<file path="src/hw/rtl/u8u16_pkg.sv">
// Shared types and constants for the UTF-8 to UTF-16 transcoder.
package u8u16_pkg;

    typedef enum logic [1:0] {
        KIND_UNIT      = 2'd0,
        KIND_END       = 2'd1,
        KIND_MALFORMED = 2'd2,
        KIND_REJECTED  = 2'd3
    } kind_t;

    typedef struct packed {
        logic [7:0] byte_value;
        logic       string_end;
    } in_item_t;

    typedef struct packed {
        logic [15:0] code_unit;
        kind_t       result_kind;
        logic        run_last;
    } out_item_t;

    typedef struct packed {
        logic [15:0] code_unit;
        kind_t       result_kind;
    } unit_t;

    localparam int MAX_RESULTS = 3;

    typedef struct packed {
        logic [1:0]                  count;
        unit_t [MAX_RESULTS-1:0]     slot;
    } bundle_t;

    localparam logic [7:0]  ASCII_MAX     = 8'h7F;
    localparam logic [7:0]  CONT_MAX      = 8'hBF;
    localparam logic [7:0]  LEAD2_MAX     = 8'hDF;
    localparam logic [7:0]  LEAD3_MAX     = 8'hEF;
    localparam logic [7:0]  LEAD4_MAX     = 8'hF7;
    localparam logic [20:0] SURR_LO       = 21'h00D800;
    localparam logic [20:0] SURR_HI       = 21'h00DFFF;
    localparam logic [20:0] CP_MAX        = 21'h10FFFF;
    localparam logic [20:0] BMP_MAX       = 21'h00FFFF;
    localparam logic [19:0] SUPP_BASE     = 20'h10000;
    localparam logic [15:0] HI_SURR_BASE  = 16'hD800;
    localparam logic [15:0] LO_SURR_BASE  = 16'hDC00;
    localparam logic [5:0]  HI_SURR_TAG   = 6'b110110;

endpackage

</file>
<file path="src/hw/rtl/u8u16_decode.sv">
// Decode state and single-pass conversion of one byte into up to three results.
module u8u16_decode (
    input  logic                aclk,
    input  logic                aresetn,
    input  u8u16_pkg::in_item_t item,
    input  logic                advance,
    output u8u16_pkg::bundle_t  bundle
);
    import u8u16_pkg::*;

    logic [20:0] acc_reg,  acc_next;
    logic [1:0]  pend_reg, pend_next;
    logic        disc_reg, disc_next;

    always_ff @(posedge aclk) begin
        if (!aresetn) begin
            acc_reg  <= '0;
            pend_reg <= '0;
            disc_reg <= 1'b0;
        end else if (advance) begin
            acc_reg  <= acc_next;
            pend_reg <= pend_next;
            disc_reg <= disc_next;
        end
    end

    always_comb begin
        logic [7:0]  ch;
        logic        last;
        logic        done;
        logic        early;
        kind_t       early_kind;
        logic [20:0] cp;
        logic [19:0] v;
        logic [1:0]  n;

        ch         = item.byte_value;
        last       = item.string_end;
        done       = 1'b0;
        early      = 1'b0;
        early_kind = KIND_MALFORMED;
        cp         = '0;
        v          = '0;
        n          = '0;
        bundle     = '0;
        acc_next   = acc_reg;
        pend_next  = pend_reg;
        disc_next  = disc_reg;

        if (disc_reg) begin
            done = 1'b1;
            if (last) begin
                disc_next = 1'b0;
                acc_next  = '0;
                pend_next = '0;
            end
        end else if (pend_reg == 2'd0) begin
            if (ch <= ASCII_MAX) begin
                bundle.slot[n] = '{code_unit: {8'h00, ch}, result_kind: KIND_UNIT};
                n = n + 2'd1;
            end else if (ch <= CONT_MAX) begin
                early      = 1'b1;
                early_kind = KIND_REJECTED;
            end else if (ch <= LEAD2_MAX) begin
                acc_next  = {16'h0000, ch[4:0]};
                pend_next = 2'd1;
            end else if (ch <= LEAD3_MAX) begin
                acc_next  = {17'h00000, ch[3:0]};
                pend_next = 2'd2;
            end else if (ch <= LEAD4_MAX) begin
                acc_next  = {18'h00000, ch[2:0]};
                pend_next = 2'd3;
            end else begin
                early = 1'b1;
            end
        end else begin
            if (ch[7:6] != 2'b10) begin
                early = 1'b1;
            end else begin
                cp        = {acc_reg[14:0], ch[5:0]};
                acc_next  = cp;
                pend_next = pend_reg - 2'd1;
                if (pend_next == 2'd0) begin
                    if ((cp >= SURR_LO && cp <= SURR_HI) || cp > CP_MAX) begin
                        early = 1'b1;
                    end else if (cp <= BMP_MAX) begin
                        bundle.slot[n] = '{code_unit: cp[15:0], result_kind: KIND_UNIT};
                        n = n + 2'd1;
                    end else begin
                        v = cp[19:0] - SUPP_BASE;
                        bundle.slot[n] = '{code_unit: HI_SURR_BASE + {6'b000000, v[19:10]},
                                           result_kind: KIND_UNIT};
                        n = n + 2'd1;
                        bundle.slot[n] = '{code_unit: LO_SURR_BASE + {6'b000000, v[9:0]},
                                           result_kind: KIND_UNIT};
                        n = n + 2'd1;
                    end
                    acc_next = '0;
                end
            end
        end

        if (early) begin
            bundle.slot[n] = '{code_unit: 16'h0000, result_kind: early_kind};
            n         = n + 2'd1;
            acc_next  = '0;
            pend_next = '0;
            disc_next = !last;
            done      = 1'b1;
        end

        if (!done && last) begin
            bundle.slot[n] = '{code_unit: 16'h0000,
                               result_kind: (pend_next != 2'd0) ? KIND_MALFORMED : KIND_END};
            n         = n + 2'd1;
            acc_next  = '0;
            pend_next = '0;
        end

        bundle.count = n;
    end

endmodule

</file>
<file path="src/hw/rtl/u8u16_out_buf.sv">
// Result register holding one byte's results and handing them out one per cycle while m_ready is high.
module u8u16_out_buf (
    input  logic                 aclk,
    input  logic                 aresetn,
    input  logic                 load,
    input  u8u16_pkg::bundle_t   bundle,
    output logic                 free,
    output logic                 m_valid,
    input  logic                 m_ready,
    output u8u16_pkg::out_item_t m_item
);
    import u8u16_pkg::*;

    unit_t [MAX_RESULTS-1:0] slot_reg;
    logic  [1:0]             cnt_reg;
    logic                    take;

    assign m_valid = (cnt_reg != 2'd0);
    assign take    = m_valid && m_ready;
    assign free    = (cnt_reg == 2'd0) || (cnt_reg == 2'd1 && m_ready);

    assign m_item.code_unit   = slot_reg[0].code_unit;
    assign m_item.result_kind = slot_reg[0].result_kind;
    assign m_item.run_last    = (cnt_reg == 2'd1);

    always_ff @(posedge aclk) begin
        if (!aresetn) begin
            cnt_reg <= '0;
        end else if (load) begin
            cnt_reg <= bundle.count;
        end else if (take) begin
            cnt_reg <= cnt_reg - 2'd1;
        end
    end

    always_ff @(posedge aclk) begin
        if (load) begin
            slot_reg <= bundle.slot;
        end else if (take) begin
            slot_reg[0] <= slot_reg[1];
            slot_reg[1] <= slot_reg[2];
        end
    end

endmodule

</file>
<file path="src/hw/rtl/utf8_to_utf16_transcoder_unit.sv">
// Top level of the UTF-8 to UTF-16 transcoder: input register, decoder, result buffer.
//
// Takes one UTF-8 byte per cycle, when not stalled, through a registered input stage
// and converts it in a single pass into zero to three results (a code unit, a
// surrogate pair, and/or a string terminator), which leave on the m_ channel one
// per cycle while m_ready is high, with run_last set on the final result of each
// byte. A byte with results holds the result buffer until its results are taken,
// so throughput is one byte per cycle while m_ready is high and each byte yields at
// most one result, and a following byte waits behind bytes that complete a
// supplementary code point or carry a code unit together with a string terminator;
// bytes that yield nothing (lead bytes, inner continuation bytes, dropped bytes)
// pass through without using the result buffer. The first result of a byte is
// presented once the byte has passed the input register and the result buffer, and m_ready low stalls the input.
module utf8_to_utf16_transcoder_unit (
    input  logic                 aclk,
    input  logic                 aresetn,
    input  logic                 s_valid,
    output logic                 s_ready,
    input  u8u16_pkg::in_item_t  s_item,
    output logic                 m_valid,
    input  logic                 m_ready,
    output u8u16_pkg::out_item_t m_item
);
    import u8u16_pkg::*;

    logic     in_valid_reg;
    in_item_t in_item_reg;
    bundle_t  bundle;
    logic     buf_free;
    logic     xfer;
    logic     load;

    assign xfer    = in_valid_reg && (bundle.count == 2'd0 || buf_free);
    assign load    = xfer && (bundle.count != 2'd0);
    assign s_ready = !in_valid_reg || xfer;

    always_ff @(posedge aclk) begin
        if (!aresetn) begin
            in_valid_reg <= 1'b0;
        end else if (s_valid && s_ready) begin
            in_valid_reg <= 1'b1;
        end else if (xfer) begin
            in_valid_reg <= 1'b0;
        end
    end

    always_ff @(posedge aclk) begin
        if (s_valid && s_ready) begin
            in_item_reg <= s_item;
        end
    end

    u8u16_decode u_decode (
        .aclk    (aclk),
        .aresetn (aresetn),
        .item    (in_item_reg),
        .advance (xfer),
        .bundle  (bundle)
    );

    u8u16_out_buf u_out_buf (
        .aclk    (aclk),
        .aresetn (aresetn),
        .load    (load),
        .bundle  (bundle),
        .free    (buf_free),
        .m_valid (m_valid),
        .m_ready (m_ready),
        .m_item  (m_item)
    );

`ifndef SYNTHESIS
    a_load_shows: assert property (@(posedge aclk) disable iff (!aresetn)
        load |=> m_valid)
        else $error("loaded results not presented");

    a_stall_holds_input: assert property (@(posedge aclk) disable iff (!aresetn)
        in_valid_reg && !xfer |=> in_valid_reg)
        else $error("stalled input item lost");

    a_term_is_last: assert property (@(posedge aclk) disable iff (!aresetn)
        m_valid && m_item.result_kind != KIND_UNIT |-> m_item.run_last)
        else $error("terminator not last result of its byte");

    a_term_zero: assert property (@(posedge aclk) disable iff (!aresetn)
        m_valid && m_item.result_kind != KIND_UNIT |-> m_item.code_unit == 16'h0000)
        else $error("terminator carries nonzero code unit");

    a_hi_surr_not_last: assert property (@(posedge aclk) disable iff (!aresetn)
        m_valid && m_item.result_kind == KIND_UNIT
            && m_item.code_unit[15:10] == HI_SURR_TAG |-> !m_item.run_last)
        else $error("high surrogate without low surrogate");
`endif

endmodule
</file>
<file path="config.mk">
export PLATFORM = sky130hd
export DESIGN_NAME = utf8_to_utf16_transcoder_unit
export DESIGN_NICKNAME = d
export VERILOG_FILES = /design/src/hw/rtl/u8u16_pkg.sv /design/src/hw/rtl/u8u16_decode.sv /design/src/hw/rtl/u8u16_out_buf.sv /design/src/hw/rtl/utf8_to_utf16_transcoder_unit.sv
export SDC_FILE = /design/constraint.sdc
export NUM_CORES = 1
export LEC_CHECK = 0
export BUFFER_PORTS_ARGS = -buffer_cell sky130_fd_sc_hd__buf_4
export CAP_MARGIN = 40
export CORE_MARGIN = 2
export CORE_UTILIZATION = 55
export CTS_CLUSTER_DIAMETER = 40
export DETAILED_ROUTE_END_ITERATION = 10
export PLACE_DENSITY = 0.77
export SYNTH_ARGS = -nofsm -noshare
export SYNTH_HDL_FRONTEND = slang
export SYNTH_SLANG_ARGS = --single-unit
</file>
<file path="constraint.sdc">
create_clock -name aclk -period 5.95 [get_ports aclk]
set_input_delay 1.785 -clock aclk [delete_from_list [all_inputs] [get_ports aclk]]
set_output_delay 1.785 -clock aclk [all_outputs]
set_load 0.1 [all_outputs]
</file>
After elaboration in Yosys (flattened, before gate mapping)
Cells that the tools add are included.
W data, S select, Z words.
Storage, ports and cells
  register bits after elaboration: 84
  latch bits: 0
  memory bits (writable): 0
  memory bits (read-only): 0
  input port bits: 13
  word-level logic and storage cells: 141
  memories: 0
Cells by class
  $add $sub $neg: 7
  multiply operators: 0
  divide/modulo/power cells: 0
  magnitude comparators: 13
  equal/unequal tests: 7
  shift operators: 0
  muxes and demuxes: 75
  bitwise operators: 0
  reductions and logical operators: 26
Operators with widths (number)
  $mux W36: 6
  $mux W15: 12
  $bwmux W54: 2
  $mux W18: 6
  $mux W54: 2
  $demux W18 S2: 2
  $mux W2: 25
  $le A21 B16 Y1 const B: 2
  $add A15 B11 Y16 const A: 2
  $le A8 B8 Y1 const B: 4
  $ge A21 B16 Y1 const B: 1
  $gt A21 B21 Y1 const B: 1
  $sub A20 B17 Y20 const B: 1
  $mux W1: 19
  $mux W10: 1
  $ne A5 B4 Y1 const B: 2
  $reduce_bool A2 Y1: 5
  $logic_and A1 B1 Y1: 9
  $le A8 B7 Y1 const B: 1
  $logic_not A2 Y1: 4
  $ne A7 B6 Y1 const B: 1
  $lt A2 B3 Y1 const B: 2
  $reduce_and A6 Y1: 1
  $ne A5 B3 Y1 const B: 1
  8 further kinds: 16

Longest topological paths before layout
  word-level depth: 18
  mapped depth: 21
  mapped depth without buffers: 20

Hierarchy
Synthesis repeated with hierarchy kept, for this count alone.
Second synthesis, totals
  cell total of the unflattened synthesis: 391
  area, all modules: 4539.4 um2
Modules (own cells, without submodules)
  u8u16_out_buf: times used 1, cells each 131, area an instance 2376.0 um2
  u8u16_decode: times used 1, cells each 241, area an instance 1821.7 um2
  utf8_to_utf16_transcoder_unit: times used 1, cells each 19, area an instance 341.6 um2

Least setup slack after synthesis
No wires, ideal clock.
  path kind: reg2out
  start: register u_decode.pend_reg[0]
  end: output port s_ready
  arrival time: 4.503 ns
  required time: 4.165 ns
  path slack: -0.338 ns
  cell stages (with the launch flop): 19
  path buffers: 3
  cells stage by stage: dfxtp_1 inv_1 ha_1 clkbuf_1 nand4bb_1 clkbuf_1 or4b_4 a22oi_4 nand2_1 ha_1 nand3_1 a21oi_1 inv_1 ha_1 nand3_1 a2111oi_1 o31a_1 buf_6 nand3b_1
Between the ends
  cells in the longest elaborated chain, start to end: 14
  elaborated cells on any way between the ends: 22
  those cells by class: 3 x add/sub; 11 x mux; 8 x reduce/logical
RTL lines
  start: declaration: line u8u16_decode.sv:12  | logic [1:0] pend_reg, pend_next;
  start signal: assignment: line u8u16_decode.sv:22  | pend_reg <= pend_next;
  $sub A2 B1 Y2: line u8u16_decode.sv:82  | pend_next = pend_reg - 2'd1;
  $logic_not A2 Y1: line u8u16_decode.sv:83  | if (pend_next == 2'd0) begin
  $mux W2 or $mux W1 (tied branches): line u8u16_decode.sv:83
  $mux W2 or $mux W1 (tied branches): line u8u16_decode.sv:77  | if (ch[7:6] != 2'b10) begin
  $mux W2 or $mux W1 (tied branches): line u8u16_decode.sv:57  | end else if (pend_reg == 2'd0) begin
  $mux W2 or $mux W1 (tied branches): line u8u16_decode.sv:50  | if (disc_reg) begin
  $add A2 B1 Y2 or $mux W1 (tied branches): line u8u16_decode.sv:105, u8u16_decode.sv:103
  $mux W2 or $logic_not A1 Y1 (tied branches): line u8u16_decode.sv:103, u8u16_decode.sv:112
  $add A2 B1 Y2 or $logic_and A1 B1 Y1 (tied branches): line u8u16_decode.sv:115, u8u16_decode.sv:112
  $mux W2 (*): line u8u16_decode.sv:112  | if (!done && last) begin
  $logic_not A2 Y1 (*): line utf8_to_utf16_transcoder_unit.sv:33  | assign xfer = in_valid_reg && (bundle.count == 2'd0 || buf_free);
  $logic_or A1 B1 Y1 (*): line utf8_to_utf16_transcoder_unit.sv:33
  $logic_and A1 B1 Y1 (*): line utf8_to_utf16_transcoder_unit.sv:33
  $logic_or A1 B1 Y1 (*): line utf8_to_utf16_transcoder_unit.sv:35  | assign s_ready = !in_valid_reg || xfer;
  end: declaration: line utf8_to_utf16_transcoder_unit.sv:18  | output logic s_ready,
Mark *: on every way between the ends. The rest lies on a longest branch, timed or not.

Worst setup path in the final report
  start: register in_item_reg[2] (netlist name)
  end: output port s_ready
Between the ends
  cells in the longest elaborated chain, start to end: 16
  elaborated cells on any way between the ends: 39
  those cells by class: 2 x add/sub; 9 x order compare; 20 x mux; 8 x reduce/logical
RTL lines
  start: declaration: line utf8_to_utf16_transcoder_unit.sv:27  | in_item_t in_item_reg;
  start signal: assignment: line utf8_to_utf16_transcoder_unit.sv:49  | in_item_reg <= s_item;
  $ge A21 B16 Y1, or another cell as far along: line u8u16_decode.sv:84  | if ((cp >= SURR_LO && cp <= SURR_HI) || cp > CP_MAX) begin
  $logic_and A1 B1 Y1 or $mux W1 (tied branches): line u8u16_decode.sv:84, u8u16_decode.sv:70
  $logic_or A1 B1 Y1 or $mux W1 (tied branches): line u8u16_decode.sv:84, u8u16_decode.sv:67
  $mux W2, or another cell as far along: line u8u16_decode.sv:84
  $mux W2, or another cell as far along: line u8u16_decode.sv:83
  $mux W2, or another cell as far along: line u8u16_decode.sv:77
  $mux W2 or $mux W1 (tied branches): line u8u16_decode.sv:57
  $mux W2 or $mux W1 (tied branches): line u8u16_decode.sv:50
  $add A2 B1 Y2 or $mux W1 (tied branches): line u8u16_decode.sv:105, u8u16_decode.sv:103
  $mux W2 or $logic_not A1 Y1 (tied branches): line u8u16_decode.sv:103, u8u16_decode.sv:112
  $add A2 B1 Y2 or $logic_and A1 B1 Y1 (tied branches): line u8u16_decode.sv:115, u8u16_decode.sv:112
  $mux W2 (*): line u8u16_decode.sv:112
  $logic_not A2 Y1 (*): line utf8_to_utf16_transcoder_unit.sv:33
  $logic_or A1 B1 Y1 (*): line utf8_to_utf16_transcoder_unit.sv:33
  $logic_and A1 B1 Y1 (*): line utf8_to_utf16_transcoder_unit.sv:33
  $logic_or A1 B1 Y1 (*): line utf8_to_utf16_transcoder_unit.sv:35
Marks and branches as above.

==> results.py <==
metrics = {
    "yosys": {
        "synth.distinct_cells": 64,
        "ys.flop_type": "edfxtp_1",
        "synth_nets": 409,
        "synth-xor-area-share": 0.00231,
        "muxShareOfSynthArea": 0.0624,
        "synth_seq_area_share": 0.444,
        "synth_compound_area_frac": 0.184,
        "ys_warn_count": 0,
        "synthCells": 385,
        "synth-async-reset-ratio": 0,
        "synth_top_family_by_area": "simple AND/OR/NAND/NOR gates",
        "syn_area_um2": 3790,
        "synth_simple_gate_area_frac": 0.196,
        "ys_seq_elements": 63,
        "synthAdderAreaFrac": 0.0363,
        "synth-edff-count": 42,
        "synth.avg_cell_area_um2": 9.84,
    },
    "cts": {
        "clk_pin_slew_worst_paths_ns": 0.07,
        "postCtsHoldBufs": 0,
        "htreeDepth": 3,
        "cts.sinks": 63,
        "cts_tree": "yes",
        "clkLatencyLatePin_ns": 0.36,
        "cts_buffers": 9,
        "cts_root_buffer": "clkbuf_8",
        "cts_buffer_depth": 2,
    },
    "setup_path": {
        "required_ns": 4.16,
        "crit_type": "register to output port",
        "start_kind": "register",
        "cp.buffers_inverters": 2,
        "crit_path_cell_trace": "nand4_4 > or4_4 > a31o_4 > a21oi_4 > nand2_1 > nand2_1 > nand2_2 > ha_4 > nand3_2 > a21oi_2 > inv_2 > ha_4 > nand3_2 > a2111oi_4 > o31a_1 > nand3b_1 > buf_12",
        "critPathArrivalTime_ns": 4.18,
        "critical_path.max_fanout": 3,
        "cp_slowest_cell": "or4_4",
        "cp_top_family": "simple AND/OR/NAND/NOR gates",
        "critPathCaptureType": "output port",
        "cpPeakStageDelay_ns": 0.51,
    },
    "die": {
        "coreArea_um2": 6720,
        "die_w_um": 87.0,
        "rows": 30,
        "die_h_um": 87.0,
        "pin_count": 34,
        "die_area_um2": 7570,
        "start_util": 0.564,
    },
    "drt": {
        "post_drt_wl_per_cell_um": 18.0,
        "vias": 3206,
        "drtIter0Drc": 304,
        "drt_drc_violations_left": 0,
        "drt_pass1_iterations": 5,
        "ant_nets": 0,
        "viasPerCell": 6.26,
        "routed_wl_um": 9230,
    },
    "placed_design": {
        "port-buffer-count": 33,
        "detailed_place_hpwl_um": 6380,
        "dp_cells": 483,
        "placed_cell_area_um2": 4090,
        "gp_congestion": 1.00,
    },
    "run_status": {
        "status": "complete, but fails checks",
        "violations": "setup timing",
    },
    "timing": {
        "timing.final.ws_setup_ns": -0.0108,
        "layout_min_cycle_time_ns": 5.96,
        "max_freq_ghz": 0.168,
        "hold_viol": 0,
        "tightest_slew_ns": 0.851,
        "finalClockSkew_ns": 0.0126,
        "finalSetupViolations": 1,
        "fin_crit_sh": 1.00,
        "final_max_slew_viol_count": 0,
        "slew_headroom": 0.430,
    },
    "finish": {
        "area_growth_pct": 19.5,
        "largest_reg_flops": 18,
        "fin_area_um2": 4530,
        "fin_cells": 512,
        "layout.nets": 451,
        "diodes": 0,
        "layout-drive-gt1-share": 0.289,
    },
    "global_route": {
        "grt_pass1_wl_um": 13900,
        "overflow": 0,
        "grt_pass1_vias": 2792,
        "grt_start_max_net_pins": 32,
        "grt_usage": 0.244,
        "antenna_found_initial": 0,
    },
    "pwr": {
        "powerDensity_nw_per_um2": 416,
        "vdd_drop_max_v": 0.000185,
        "p_leak_nw": 1.75,
    },
    "worst_hold_path": {
        "hp-class": "register to register",
    },
    "job": {
        "maxCapViolCount": 0,
    },
}
[worst paths after layout]
path,cells past startpoint,from,slack (ns),to
worst max-delay path,17,in_item_reg[2],-0.01,s_ready
worst min-delay path,2,u_decode.acc_reg[10],0.49,u_decode.acc_reg[10]
worst max register to register,18,in_item_reg[2],1.15,u_out_buf.slot_reg[18]
worst min register to register,2,u_decode.acc_reg[10],0.49,u_decode.acc_reg[10]
[what timing repair did]
action,in CTS,in global routing
pin swaps,1,9
endpoints found under the setup margin,1,1
gates resized for setup,2,31
setup buffers,1,12
[placed cells by master (no fill, tap or decap), types with 3 or more instances in the layout]
cell type and instances:
a211oi_1 3, a21oi_1 9, a22o_1 8, a22oi_1 8, a31oi_1 3, a32o_1 4, and2_1 12, buf_4 61
clkbuf_8 9, dfxtp_1 9, dfxtp_2 7, dfxtp_4 5, edfxtp_1 42, ha_1 8, inv_1 20, inv_6 3
mux2_1 4, mux2i_1 17, nand2_1 51, nand2_2 4, nand2b_1 3, nand3_1 12, nand3b_1 3, nand4_1 6
nor2_1 21, nor4_1 4, o211ai_1 4, o21ai_0 21, o31a_1 3, o31ai_1 9
[power breakdown]
part	total, W	switching [W]	internal, W
clock network	0.000431	0.000191	0.000241
registers	0.000630	0.0000365	0.000593
logic	0.000823	0.000624	0.000199
[cell families (layout without fill, tap and decap cells)]
logic type	after synthesis	count (layout)
mux	23	23
xor+xnor	1	1
fa+ha+maj	11	11
buf+inv	53	100
flops	63	63
compound gates	93	93
simple gates	141	141
[cell usage after synthesis (2+ instances only)]
library cell  number  area, µm²
and2_1            12       75.1
dfxtp_1           21        420
mux2i_1           18        180
buf_6              2       22.5
o211ai_1           4       30.0
a22oi_1            8       60.1
nor4_4             2       42.5
edfxtp_1          42       1260
a22o_1             8       70.1
o31ai_1            9       67.6
buf_2              3       15.0
buf_4             18        135
inv_1             21       78.8
nand4_1            6       37.5
a21boi_0           2       15.0
or3_1              2       12.5
ha_1              11        138
o21ai_0           21        105
nand3b_1           3       22.5
a31oi_1            3       18.8
nor2_1            23       86.3
o31a_1             3       26.3
nand3_1           14       70.1
a21oi_1           10       50.1
mux2_1             4       45.0
a32o_1             4       40.0
nor2b_1            2       12.5
nand2_1           55        206
nor3_1             3       15.0
clkbuf_1           8       30.0
nor4_1             4       25.0
nand2b_1           3       18.8
o32ai_1            2       17.5
a211oi_1           3       22.5
a21o_1             2       15.0
[through the flow]
stage / power [W] / hold WS (ns) / util / setup slack, ns / setup TNS (ns)
detailed placement: 0.00144 / 0.482 / 0.608 / 0.176 / 0
finish: 0.00188 / 0.490 / 0.674 / -0.0108 / -0.0108
floorplan: 0.00134 / 0.461 / - / -0.0626 / -0.0626
CTS: 0.00187 / 0.498 / 0.644 / 0.000292 / 0
global route: 0.00195 / 0.518 / 0.674 / -0.153 / -0.153
global placement: 0.00143 / 0.485 / 0.607 / 0.306 / 0
[metal layers]
layer  share of wire  vias up  GRT usage
met4           0.027        0      0.102
met3           0.081       31     0.0464
li1                -     1494          -
met1            0.42     1515      0.335
met2            0.47      166      0.380
met5               0        -          0
[area by class of cell]
class,instances,area [µm²]
clock buffer,9,124
tap,80,100
sequential,63,1710
clock inverter,7,103
timing repair buffer,62,478
fill,537,2190
inverter,22,82.6
multi-input combinational,269,1930
[worst register-to-register path, stage by stage, from the launching register on]
cell	delay [ns]
edfxtp_1	0.40
nand4_4	0.14
or4_4	0.51
a31o_4	0.26
a21oi_4	0.15
nand2_1	0.07
nand2_1	0.15
nand2_2	0.11
ha_4	0.29
nand3_2	0.09
a21oi_2	0.21
inv_2	0.08
ha_4	0.26
nand3_2	0.11
a2111oi_4	0.35
o31a_1	0.20
buf_4	0.20
or2_1	0.59
mux2_1	0.39
Power figures use the tool's default switching activity.
